`config.mk`:
```
export PLATFORM = sky130hd
export DESIGN_NAME = scalar_kalman_filter
export DESIGN_NICKNAME = d
export VERILOG_FILES = /design/src/hdl/skf_pkg.sv /design/src/hdl/scalar_kalman_filter.sv /design/src/hdl/skf_div_serial.sv /design/src/hdl/skf_mul_serial.sv
export VERILOG_INCLUDE_DIRS = /design/src /design/src/hdl
export SDC_FILE = /design/constraint.sdc
export NUM_CORES = 2
export LEC_CHECK = 0
export ABC_CLOCK_PERIOD_IN_PS = 29600
export BUFFER_PORTS_ARGS = -buffer_cell sky130_fd_sc_hd__buf_2
export CAP_MARGIN = 20
export CORE_ASPECT_RATIO = 0.75
export CORE_MARGIN = 3
export CORE_UTILIZATION = 50
export CTS_CLUSTER_SIZE = 12
export DETAILED_ROUTE_END_ITERATION = 8
export PLACE_DENSITY = 0.68
export SETUP_SLACK_MARGIN = 0.2
export SLEW_MARGIN = 20
export SYNTH_ARGS = -nofsm -noshare
export SYNTH_HDL_FRONTEND = slang
export SYNTH_SLANG_ARGS = --single-unit
```
`constraint.sdc`:
```
create_clock -name i_clk -period 29.6 [get_ports i_clk]
set_input_delay 8.88 -clock i_clk [delete_from_list [all_inputs] [get_ports i_clk]]
set_output_delay 8.88 -clock i_clk [all_outputs]
set_load 0.005 [all_outputs]
```
`src/hdl/scalar_kalman_filter_macros.svh`:
```
// ----------------------------------------------------------------------------
// Assertion macros for the scalar Kalman filter
// Concurrent checks that compile away in synthesis.
// ----------------------------------------------------------------------------
`ifndef SCALAR_KALMAN_FILTER_MACROS_SVH
`define SCALAR_KALMAN_FILTER_MACROS_SVH

`ifndef SYNTHESIS
// same-cycle implication
`define SKF_ASSERT_IMP(label, clk, rst_n, ante, cons) \
    label: assert property (@(posedge clk) disable iff (!rst_n) (ante) |-> (cons)) \
        else $error("skf: same-cycle check failed");
// next-cycle implication
`define SKF_ASSERT_NXT(label, clk, rst_n, ante, cons) \
    label: assert property (@(posedge clk) disable iff (!rst_n) (ante) |=> (cons)) \
        else $error("skf: next-cycle check failed");
`else
`define SKF_ASSERT_IMP(label, clk, rst_n, ante, cons)
`define SKF_ASSERT_NXT(label, clk, rst_n, ante, cons)
`endif

`endif

```
`src/hdl/skf_pkg.sv`:
```
// ----------------------------------------------------------------------------
// skf_pkg
// Shared constants for the scalar Kalman filter and its serial units.
// ----------------------------------------------------------------------------
`default_nettype none

package skf_pkg;

    localparam int DATA_WIDTH_DEF = 32;
    localparam int FRAC_BITS_DEF  = 16;

    // gain is unsigned Q0.16 with one extra bit so that one itself fits
    localparam int GAIN_BITS   = 16;
    localparam int GAIN_W      = GAIN_BITS + 1;
    localparam int STEP_CNT_W  = $clog2(GAIN_BITS + 1);

    localparam logic [GAIN_W-1:0] GAIN_ONE = {1'b1, {GAIN_BITS{1'b0}}};

    // reset value of the variance and noise registers, integer part
    localparam int NOISE_RESET_INT = 200;

    localparam int CFG_ADDR_W = 4;
    localparam logic [CFG_ADDR_W-1:0] CFG_INIT_EST = CFG_ADDR_W'(0);
    localparam logic [CFG_ADDR_W-1:0] CFG_INIT_VAR = CFG_ADDR_W'(1);
    localparam logic [CFG_ADDR_W-1:0] CFG_PROC_NSE = CFG_ADDR_W'(2);
    localparam logic [CFG_ADDR_W-1:0] CFG_MEAS_NSE = CFG_ADDR_W'(3);

endpackage

`default_nettype wire

```
`src/hdl/scalar_kalman_filter.sv`:
```
// ----------------------------------------------------------------------------
// scalar_kalman_filter - one-dimensional Kalman filter, Q16.16 data, Q0.16 gain
// A new measurement is taken only after the last one's result is committed; the
// 17-step serial gain divider and the 17-step serial multipliers that follow it
// set the time per item.
// Reset: synchronous, active low; registers to defaults, estimate 0, variance 200.0.
// ----------------------------------------------------------------------------
`default_nettype none
`include "scalar_kalman_filter_macros.svh"

module scalar_kalman_filter #(
    parameter int DATA_WIDTH = skf_pkg::DATA_WIDTH_DEF,
    parameter int FRAC_BITS  = skf_pkg::FRAC_BITS_DEF
) (
    input  wire logic                            i_clk,
    input  wire logic                            i_rst_n,

    // configuration write port
    input  wire logic                            i_cfg_we,
    input  wire logic [skf_pkg::CFG_ADDR_W-1:0]  i_cfg_addr,
    input  wire logic [DATA_WIDTH-1:0]           i_cfg_wdata,

    // measurement channel
    input  wire logic                            i_valid,
    output logic                                 o_ready,
    input  wire logic signed [DATA_WIDTH-1:0]    i_measurement,
    input  wire logic                            i_restart,

    // result channel
    output logic                                 o_valid,
    input  wire logic                            i_ready,
    output logic signed [DATA_WIDTH-1:0]         o_estimate,
    output logic [skf_pkg::GAIN_W-1:0]           o_gain,
    output logic [DATA_WIDTH-1:0]                o_variance,
    output logic                                 o_saturated
);
    import skf_pkg::*;

    // 200.0 in the chosen fixed-point format, cut to the data width
    localparam logic [63:0]           NOISE_RST_FULL = 64'(NOISE_RESET_INT) << FRAC_BITS;
    localparam logic [DATA_WIDTH-1:0] NOISE_RST      = NOISE_RST_FULL[DATA_WIDTH-1:0];

    // Sequencer: IDLE takes a transfer, PRED forms p+q and z-x, DIV waits for
    // the gain, MUL waits for the correction product, OUT commits state and result.
    typedef enum logic [2:0] {
        S_IDLE,
        S_PRED,
        S_DIV,
        S_MUL,
        S_OUT
    } t_state;

    t_state r_state;

    // configuration registers
    logic [DATA_WIDTH-1:0] r_init_est;
    logic [DATA_WIDTH-1:0] r_init_var;
    logic [DATA_WIDTH-1:0] r_proc_nse;
    logic [DATA_WIDTH-1:0] r_meas_nse;

    // filter state
    logic [DATA_WIDTH-1:0] r_est;
    logic [DATA_WIDTH-1:0] r_var;

    // per-item working registers
    logic [DATA_WIDTH-1:0] r_z;
    logic [DATA_WIDTH-1:0] r_pp;
    logic                  r_sat;
    logic [DATA_WIDTH:0]   r_mag;
    logic                  r_neg;
    logic [GAIN_W-1:0]     r_k;
    logic                  r_div_go;
    logic                  r_mul_go;

    // result register
    logic                  r_out_valid;
    logic [DATA_WIDTH-1:0] r_out_est;
    logic [GAIN_W-1:0]     r_out_gain;
    logic [DATA_WIDTH-1:0] r_out_var;
    logic                  r_out_sat;

    // datapath
    logic [DATA_WIDTH:0]   pp_sum;
    logic [DATA_WIDTH:0]   diff;
    logic [GAIN_W-1:0]     k_inv;
    logic [DATA_WIDTH+1:0] est_sum;

    logic                  div_done;
    logic [GAIN_W-1:0]     div_gain;
    logic                  mul_est_done;
    logic [DATA_WIDTH:0]   mul_est_prod;
    logic                  mul_var_done;
    logic [DATA_WIDTH:0]   mul_var_prod;

    always_comb begin
        // predicted variance, one carry bit to catch overflow
        pp_sum  = {1'b0, r_var} + {1'b0, r_proc_nse};
        // innovation z - x, sign-extended by one bit so it cannot wrap
        diff    = {r_z[DATA_WIDTH-1], r_z} - {r_est[DATA_WIDTH-1], r_est};
        k_inv   = GAIN_ONE - r_k;
        // correction magnitude never exceeds |z - x|, so x +/- corr stays in range
        est_sum = r_neg ? ({r_est[DATA_WIDTH-1], r_est[DATA_WIDTH-1], r_est}
                           - {1'b0, mul_est_prod})
                        : ({r_est[DATA_WIDTH-1], r_est[DATA_WIDTH-1], r_est}
                           + {1'b0, mul_est_prod});
    end

    // configuration writes; indices past the list are dropped
    always_ff @(posedge i_clk) begin
        if (!i_rst_n) begin
            r_init_est <= '0;
            r_init_var <= NOISE_RST;
            r_proc_nse <= NOISE_RST;
            r_meas_nse <= NOISE_RST;
        end else if (i_cfg_we) begin
            unique case (i_cfg_addr)
                CFG_INIT_EST: r_init_est <= i_cfg_wdata;
                CFG_INIT_VAR: r_init_var <= i_cfg_wdata;
                CFG_PROC_NSE: r_proc_nse <= i_cfg_wdata;
                CFG_MEAS_NSE: r_meas_nse <= i_cfg_wdata;
                default: ;
            endcase
        end
    end

    // sequencer, filter state and result register
    always_ff @(posedge i_clk) begin
        if (!i_rst_n) begin
            r_state     <= S_IDLE;
            r_est       <= '0;
            r_var       <= NOISE_RST;
            r_div_go    <= 1'b0;
            r_mul_go    <= 1'b0;
            r_out_valid <= 1'b0;
        end else begin
            r_div_go <= 1'b0;
            r_mul_go <= 1'b0;
            if (i_ready) begin
                r_out_valid <= 1'b0;
            end
            unique case (r_state)
                S_IDLE: begin
                    if (i_valid) begin
                        r_z <= i_measurement;
                        // restart reloads the state before this step uses it
                        if (i_restart) begin
                            r_est <= r_init_est;
                            r_var <= r_init_var;
                        end
                        r_state <= S_PRED;
                    end
                end
                S_PRED: begin
                    if (pp_sum[DATA_WIDTH]) begin
                        r_pp  <= '1;
                        r_sat <= 1'b1;
                    end else begin
                        r_pp  <= pp_sum[DATA_WIDTH-1:0];
                        r_sat <= 1'b0;
                    end
                    r_neg    <= diff[DATA_WIDTH];
                    r_mag    <= diff[DATA_WIDTH] ? (~diff + 1'b1) : diff;
                    r_div_go <= 1'b1;
                    r_state  <= S_DIV;
                end
                S_DIV: begin
                    if (div_done) begin
                        r_k      <= div_gain;
                        r_mul_go <= 1'b1;
                        r_state  <= S_MUL;
                    end
                end
                S_MUL: begin
                    if (mul_est_done) begin
                        r_state <= S_OUT;
                    end
                end
                S_OUT: begin
                    // hold here while an earlier result is still waiting
                    if (!r_out_valid || i_ready) begin
                        r_est       <= est_sum[DATA_WIDTH-1:0];
                        r_var       <= mul_var_prod[DATA_WIDTH-1:0];
                        r_out_est   <= est_sum[DATA_WIDTH-1:0];
                        r_out_gain  <= r_k;
                        r_out_var   <= mul_var_prod[DATA_WIDTH-1:0];
                        r_out_sat   <= r_sat;
                        r_out_valid <= 1'b1;
                        r_state     <= S_IDLE;
                    end
                end
                default: r_state <= S_IDLE;
            endcase
        end
    end

    // gain k = p / (p + r), forced to zero when p + r is zero
    skf_div_serial #(
        .DATA_WIDTH (DATA_WIDTH)
    ) u_div (
        .i_clk        (i_clk),
        .i_rst_n      (i_rst_n),
        .i_start      (r_div_go),
        .i_pred_var   (r_pp),
        .i_meas_noise (r_meas_nse),
        .o_done       (div_done),
        .o_gain       (div_gain)
    );

    // correction k * |z - x|
    skf_mul_serial #(
        .DATA_WIDTH (DATA_WIDTH)
    ) u_mul_est (
        .i_clk    (i_clk),
        .i_rst_n  (i_rst_n),
        .i_start  (r_mul_go),
        .i_mcand  (r_mag),
        .i_mplier (r_k),
        .o_done   (mul_est_done),
        .o_prod   (mul_est_prod)
    );

    // updated variance (1 - k) * p, run alongside the correction
    skf_mul_serial #(
        .DATA_WIDTH (DATA_WIDTH)
    ) u_mul_var (
        .i_clk    (i_clk),
        .i_rst_n  (i_rst_n),
        .i_start  (r_mul_go),
        .i_mcand  ({1'b0, r_pp}),
        .i_mplier (k_inv),
        .o_done   (mul_var_done),
        .o_prod   (mul_var_prod)
    );

    assign o_ready     = (r_state == S_IDLE);
    assign o_valid     = r_out_valid;
    assign o_estimate  = r_out_est;
    assign o_gain      = r_out_gain;
    assign o_variance  = r_out_var;
    assign o_saturated = r_out_sat;

    `SKF_ASSERT_IMP(a_gain_cap, i_clk, i_rst_n, r_out_valid, r_out_gain <= GAIN_ONE)
    `SKF_ASSERT_IMP(a_div_in_div, i_clk, i_rst_n, div_done, r_state == S_DIV)
    `SKF_ASSERT_IMP(a_mul_lockstep, i_clk, i_rst_n, mul_est_done, mul_var_done)
    `SKF_ASSERT_NXT(a_take_to_pred, i_clk, i_rst_n, i_valid && o_ready, r_state == S_PRED)

endmodule

`default_nettype wire

```
`src/hdl/skf_div_serial.sv`:
```
// ----------------------------------------------------------------------------
// skf_div_serial
// Restoring divider, one gain bit per cycle: k = floor(p * 2^16 / (p + r)).
// ----------------------------------------------------------------------------
`default_nettype none

module skf_div_serial #(
    parameter int DATA_WIDTH = skf_pkg::DATA_WIDTH_DEF
) (
    input  wire logic                         i_clk,
    input  wire logic                         i_rst_n,
    input  wire logic                         i_start,
    input  wire logic [DATA_WIDTH-1:0]        i_pred_var,
    input  wire logic [DATA_WIDTH-1:0]        i_meas_noise,
    output logic                              o_done,
    output logic [skf_pkg::GAIN_W-1:0]        o_gain
);
    import skf_pkg::*;

    logic                    r_busy;
    logic                    r_done;
    logic [STEP_CNT_W-1:0]   r_cnt;
    logic [DATA_WIDTH+1:0]   r_rem;
    logic [DATA_WIDTH:0]     r_den;
    logic                    r_den_zero;
    logic [GAIN_W-1:0]       r_quot;

    logic [DATA_WIDTH+2:0]   sub;
    logic                    ge;
    logic                    qbit;
    logic [DATA_WIDTH+1:0]   rem_keep;

    always_comb begin
        sub      = {1'b0, r_rem} - {2'b00, r_den};
        ge       = !sub[DATA_WIDTH+2];
        qbit     = ge && !r_den_zero;
        rem_keep = ge ? sub[DATA_WIDTH+1:0] : r_rem;
    end

    always_ff @(posedge i_clk) begin
        if (!i_rst_n) begin
            r_busy <= 1'b0;
            r_done <= 1'b0;
            r_cnt  <= '0;
        end else begin
            r_done <= 1'b0;
            if (i_start) begin
                r_busy     <= 1'b1;
                r_cnt      <= STEP_CNT_W'(GAIN_BITS);
                r_rem      <= {2'b00, i_pred_var};
                r_den      <= {1'b0, i_pred_var} + {1'b0, i_meas_noise};
                r_den_zero <= (i_pred_var == '0) && (i_meas_noise == '0);
                r_quot     <= '0;
            end else if (r_busy) begin
                // remainder stays below the divisor, so doubling fits
                r_rem  <= {rem_keep[DATA_WIDTH:0], 1'b0};
                r_quot <= {r_quot[GAIN_BITS-1:0], qbit};
                if (r_cnt == '0) begin
                    r_busy <= 1'b0;
                    r_done <= 1'b1;
                end else begin
                    r_cnt <= r_cnt - 1'b1;
                end
            end
        end
    end

    assign o_done = r_done;
    assign o_gain = r_quot;

endmodule

`default_nettype wire

```
`src/hdl/skf_mul_serial.sv`:
```
// ----------------------------------------------------------------------------
// skf_mul_serial
// Shift-add multiplier, one multiplier bit per cycle: floor(a * m / 2^16).
// ----------------------------------------------------------------------------
`default_nettype none

module skf_mul_serial #(
    parameter int DATA_WIDTH = skf_pkg::DATA_WIDTH_DEF
) (
    input  wire logic                         i_clk,
    input  wire logic                         i_rst_n,
    input  wire logic                         i_start,
    input  wire logic [DATA_WIDTH:0]          i_mcand,
    input  wire logic [skf_pkg::GAIN_W-1:0]   i_mplier,
    output logic                              o_done,
    output logic [DATA_WIDTH:0]               o_prod
);
    import skf_pkg::*;

    logic                    r_busy;
    logic                    r_done;
    logic [STEP_CNT_W-1:0]   r_cnt;
    logic [DATA_WIDTH:0]     r_mcand;
    logic [GAIN_W-1:0]       r_mpl;
    logic [DATA_WIDTH+1:0]   r_acc;

    logic [DATA_WIDTH+1:0]   sum;

    assign sum = r_acc + (r_mpl[0] ? {1'b0, r_mcand} : '0);

    always_ff @(posedge i_clk) begin
        if (!i_rst_n) begin
            r_busy <= 1'b0;
            r_done <= 1'b0;
            r_cnt  <= '0;
        end else begin
            r_done <= 1'b0;
            if (i_start) begin
                r_busy  <= 1'b1;
                r_cnt   <= STEP_CNT_W'(GAIN_BITS);
                r_mcand <= i_mcand;
                r_mpl   <= i_mplier;
                r_acc   <= '0;
            end else if (r_busy) begin
                r_mpl <= {1'b0, r_mpl[GAIN_W-1:1]};
                if (r_cnt == '0) begin
                    // top bit weighs exactly one: no shift
                    r_acc  <= sum;
                    r_busy <= 1'b0;
                    r_done <= 1'b1;
                end else begin
                    // bits shifted out are final product bits below the point
                    r_acc <= {1'b0, sum[DATA_WIDTH+1:1]};
                    r_cnt <= r_cnt - 1'b1;
                end
            end
        end
    end

    assign o_done = r_done;
    assign o_prod = r_acc[DATA_WIDTH:0];

endmodule

`default_nettype wire

```
* Word level (Yosys, flattened, before mapping)
Index checks and enable logic that the tools add are counted.
Cells by class: $add $sub $neg 13, equality and inequality tests 15, multiplexer cells 55, bitwise logic cells 7, reductions and logical operators 43
Operator list (number):
- 32-bit two-way mux | 10
- 34-bit two-way mux | 5
- 32-bit case mux with 2 select lines | 2
- 17-bit two-way mux | 5
- 32-bit by 32-bit adder with 33-bit output | 2
- 33-bit two-way mux | 2
- 32-bit zero test | 2
- 5-bit two-way mux | 9
- 34-bit by 33-bit subtractor with 35-bit output | 1
- 34-bit by 33-bit adder with 34-bit output | 1
- 34-bit adder | 1
- 2-bit AND reduction | 17
- 33-bit by 1-bit adder with 33-bit output (second input constant) | 1
- 33-bit NOT | 1
- 32-bit by 32-bit subtractor with 33-bit output | 1
- 32-bit adder | 1
- 32-bit subtractor | 1
- 1-bit two-way mux | 17
- 17-bit subtractor (first input constant) | 1
- 5-bit zero test | 3
- 3-bit case mux with 5 select lines | 1
- 5-bit by 1-bit subtractor with 5-bit output (second input constant) | 3
- 3-bit two-way mux | 4
- 2-bit inequality test (second input constant) | 5
- 17 further kinds | 37
Word-level totals: register bits after elaboration 668, bits of input ports 74, output and inout port bits 84, word-level logic and storage cells 176

* Logic depth before layout (Yosys ltp)
word-level depth 4, gate-level depth with buffers 20, depth with buffers taken out 19

* Hierarchy
Synthesis repeated with hierarchy kept, for this count alone.
Second synthesis, totals: cell total of the unflattened synthesis 4100, area, all modules 39314.0 um2
By module, submodules not included:
- scalar_kalman_filter | instances 1, cells an instance 2182, area an instance 20319.5 um2, seq. area each 9909.5 um2
- skf_div_serial | instances 1, cells an instance 764, area an instance 7214.4 um2, seq. area each 2692.6 um2
- skf_mul_serial (u_mul_var) | instances 1, cells an instance 577, area an instance 5891.9 um2, seq. area each 2662.6 um2
- skf_mul_serial (u_mul_est) | instances 1, cells an instance 577, area an instance 5888.1 um2, seq. area each 2662.6 um2

* Worst setup path before layout
OpenSTA, ideal clock, no wires.
path type input port to flip-flop, start input port i_ready, end register r_out_est[0], in the netlist o_estimate[0], enable pin, setup time 0.630 ns, arrival time 15.112 ns, path slack 13.858 ns, stages 6, buffers on the path 1, cell sequence nand2b_1 nand2_1 o21ai_0 nand2_1 clkbuf_1 nor3_1
Between the ends: longest elaborated chain between the ends 2
Ends and longest elaborated chain:
- start, declared | RTL line scalar_kalman_filter.sv:31 | input wire logic i_ready,
- 1-bit logical OR | RTL line scalar_kalman_filter.sv:180 | if (!r_out_valid || i_ready) begin
- 3-bit AND reduction (no source line)
- end signal, assigned | RTL line scalar_kalman_filter.sv:183 | r_out_est <= est_sum[DATA_WIDTH-1:0];
- end, declared | RTL line scalar_kalman_filter.sv:77 | logic [DATA_WIDTH-1:0] r_out_est;
Every way passes these cells. A chain may end at the register's enable or synchronous reset.

* Final worst setup path
start input port i_rst_n, end register u_mul_var.r_mcand[7], enable pin
Between the ends: longest elaborated chain between the ends 1
Ends and longest elaborated chain:
- start, declared | RTL line scalar_kalman_filter.sv:16 | input wire logic i_rst_n,
- 2-bit AND reduction (no source line)
- end signal, assigned | RTL line skf_mul_serial.sv:41 | r_mcand <= i_mcand;
- end, declared | RTL line skf_mul_serial.sv:23 | logic [DATA_WIDTH:0] r_mcand;
Every way passes these cells.

==> metrics.cfg <==
[status]
status=complete, no violations

[sta]
finalSetupViolCount=0
finalCriticalPeriod_ps=10880
rsz0062_at_grt=false
fin_crit_sh_pct=36.8
fin_setup_tns_ps=0
worst_pin_slew_ps=1060
relSlewSlack_pct=28.3
fin_worst_skew_ps=32.9
fmax_mhz=91.9
slew_viol_final=0
fin_worst_hold_slack_ps=423
hold_viol=0

[placement]
portBuffers=157
dp_cells=4827
hpwl_mm=76.6
routabilityCongestion=0.939

[clock_network]
ctsLongestPathBuffers=3
clkLatencyLatePin_ps=630
hold_buffers=0
htree_levels=3
clk_pin_slew_worst_paths_ps=60
cts_resized=0
cts-root-buf=clkbuf_16
cts_tree=built
post-cts-setup-buffers=0
numCtsBuffers=70
cts.sinks=668

[global_route]
grt_pass1_wl_mm=158
grt_pass1_vias=26499
antenna_found_initial=8
grt_start_max_net_pins=92
track_usage_pct=26.1
overflow=0

[floorplanning]
io_pins=158
placementRows=86
dieHeight_um=242
chipWidth_um=321
initial_core_util_pct=50.7
core-area_mm2=0.0736
die-area_mm2=0.0779

[drt]
dr.first_iter.drc_count=3049
wl_per_cell_um=21.0
drt-met1-wl_mm=49.9
wl_met3_mm=9.66
maxUsedRoutingLayer=met5
drt_pass1_iterations=6
drt_wl_total_mm=104
dr_wl_met2_mm=42.4
ant_nets=0
drcViolationCount=0
routed_via_density=5.87
vias=29102

[final_layout]
nFillCells=6478
fin_nets=4246
area_growth_pct=10.7
final_cell_mix=nand2_1 (596), edfxtp_1 (450), a21oi_1 (393), nor2_1 (244), ha_1 (234)
mostFrequentLayoutCell=nand2_1
drive_above_1_share_pct=9.59
finalNonFillerCells=4956

[synth]
ys_types=84
yosys_warnings=0
synthTopCellsByArea=edfxtp_1 (36%), dfxtp_1 (12%), ha_1 (7.9%)
avgSynthCellArea_um2=9.75
syn_inst=3825
ys_ff_latch=668
synth-edff-count=450
yosysTopAreaCell=edfxtp_1
synthArstFlopShare_pct=0
syn-num-nets=4140
synth_area_mm2=0.0373
netlist.area_leader.share_pct=36.2
ys_seq_area_share_pct=47.9
ys.flop_type=edfxtp_1

[critical_path]
worstPathArrival_ps=11130
crit_type=primary input to flop
endpoint_kind=flop
crit_path_start_kind=primary input
crit_fanout=65
cp_data_required_time_ps=29840

[pwr]
irDropWorstVdd_v=0.0000407
cellPowerDensity_mw_per_mm2=50.5
p_leak_nw=16.1

[hold_path]
hp-class=flop to flop

[job]
cap_violations=0

## flip-flops by register name, summed over array words and instances (netlist names), 17 cells and up
name / cells
u_mul_var.r_mcand: 32
r_pp: 32
r_init_var: 32
u_mul_var.r_mpl: 17
r_z: 32
u_mul_est.r_acc: 34
r_meas_nse: 32
r_proc_nse: 32
u_div.o_gain: 17
u_mul_est.r_mpl: 17
o_gain: 17
o_estimate: 32
r_var: 32
r_init_est: 32
u_mul_var.r_acc: 34
u_div.r_rem: 34
o_variance: 32
r_k: 17
u_mul_est.r_mcand: 33
u_div.r_den: 33
r_est: 32
r_mag: 33
## where the power goes
| group | total [mW] | internal, mW | switching, mW | leakage, nW |
|---|---|---|---|---|
| clock network | 0.855 | 0.491 | 0.364 | 1.08 |
| registers | 1.03 | 1.02 | 0.0143 | 5.85 |
| logic | 0.199 | 0.0747 | 0.125 | 9.18 |
| total | 2.09 | 1.58 | 0.503 | 16.1 |
## path summary, 6_finish.rpt
check	start	end	slack, ps	cells past startpoint
hold reg to reg	r_mag[0]	u_mul_est.r_mcand[0]	420	0
setup / recovery	i_rst_n	u_mul_var.r_mcand[7]	18720	4
setup reg to reg	u_mul_est.r_acc[5]	r_est[29]	24310	18
hold / removal	r_mag[0]	u_mul_est.r_mcand[0]	420	0
## cell usage after synthesis, types with 8 or more instances
cell type,n
o21a_1,39
nor2_1,250
a21oi_1,394
nand2b_1,39
a21o_1,130
nand4_1,28
nor4_1,29
ha_1,234
o311ai_0,9
a221o_1,8
a211oi_1,34
nand3_1,60
dfxtp_1,218
o31ai_1,14
o211ai_1,21
a311oi_1,42
clkbuf_1,146
nor3_1,55
buf_1,12
o21bai_1,24
mux2_2,41
nor2b_1,52
and2_1,87
edfxtp_1,450
inv_1,165
xnor2_1,184
a31oi_1,26
mux2i_1,9
and3_1,31
o21ai_0,116
or3_1,18
nand2_1,597
a21boi_0,11
and4_1,9
a221oi_1,15
xor2_1,98
## stage by stage
| stage | setup slack, ps | util [%] | power [mW] | cell area, µm² |
|---|---|---|---|---|
| after CTS | 18730 | 56.1 | 2.10 | 41300 |
| after global placement | 18170 | 53.1 | 1.24 | 39100 |
| after detailed placement | 18100 | 53.1 | 1.25 | 39100 |
| after floorplan | 13860 | - | 1.19 | 37300 |
| after global routing | 18620 | 56.1 | 2.16 | 41300 |
| final | 18720 | 56.1 | 2.09 | 41300 |
## worst max-delay path: stages
cell and delay [ps]:
buf_2 590, inv_6 410, nor2_4 520, buf_4 680
## routing by layer
layer  track usage (%)  vias to the layer above
met2              36.4                     1088
li1                  -                    13961
met5                 0                        -
met4              5.69                        2
met3              6.46                      155
met1              40.7                    13896
## logic make-up after synthesis
| kind of cell | share of synthesized area (%) |
|---|---|
| xor+xnor | 6.62 |
| simple gates | 16.0 |
| compound gates | 16.5 |
| fa+ha+maj | 8.23 |
| flops | 47.9 |
| mux | 1.48 |
| buf+inv | 3.30 |
## cell type report
class	count	area (µm²)	area share, %
Tap cell	968	1210	2.93
Inverter	168	636	1.54
Clock inverter	12	77.6	0.188
Timing Repair Buffer	193	1060	2.56
Multi-Input combinational cell	2830	18300	44.3
Antenna cell	3	7.51	0.0182
Sequential cell	668	17900	43.3
Clock buffer	114	2120	5.15
No activity file was read; power rests on OpenSTA's default activity.
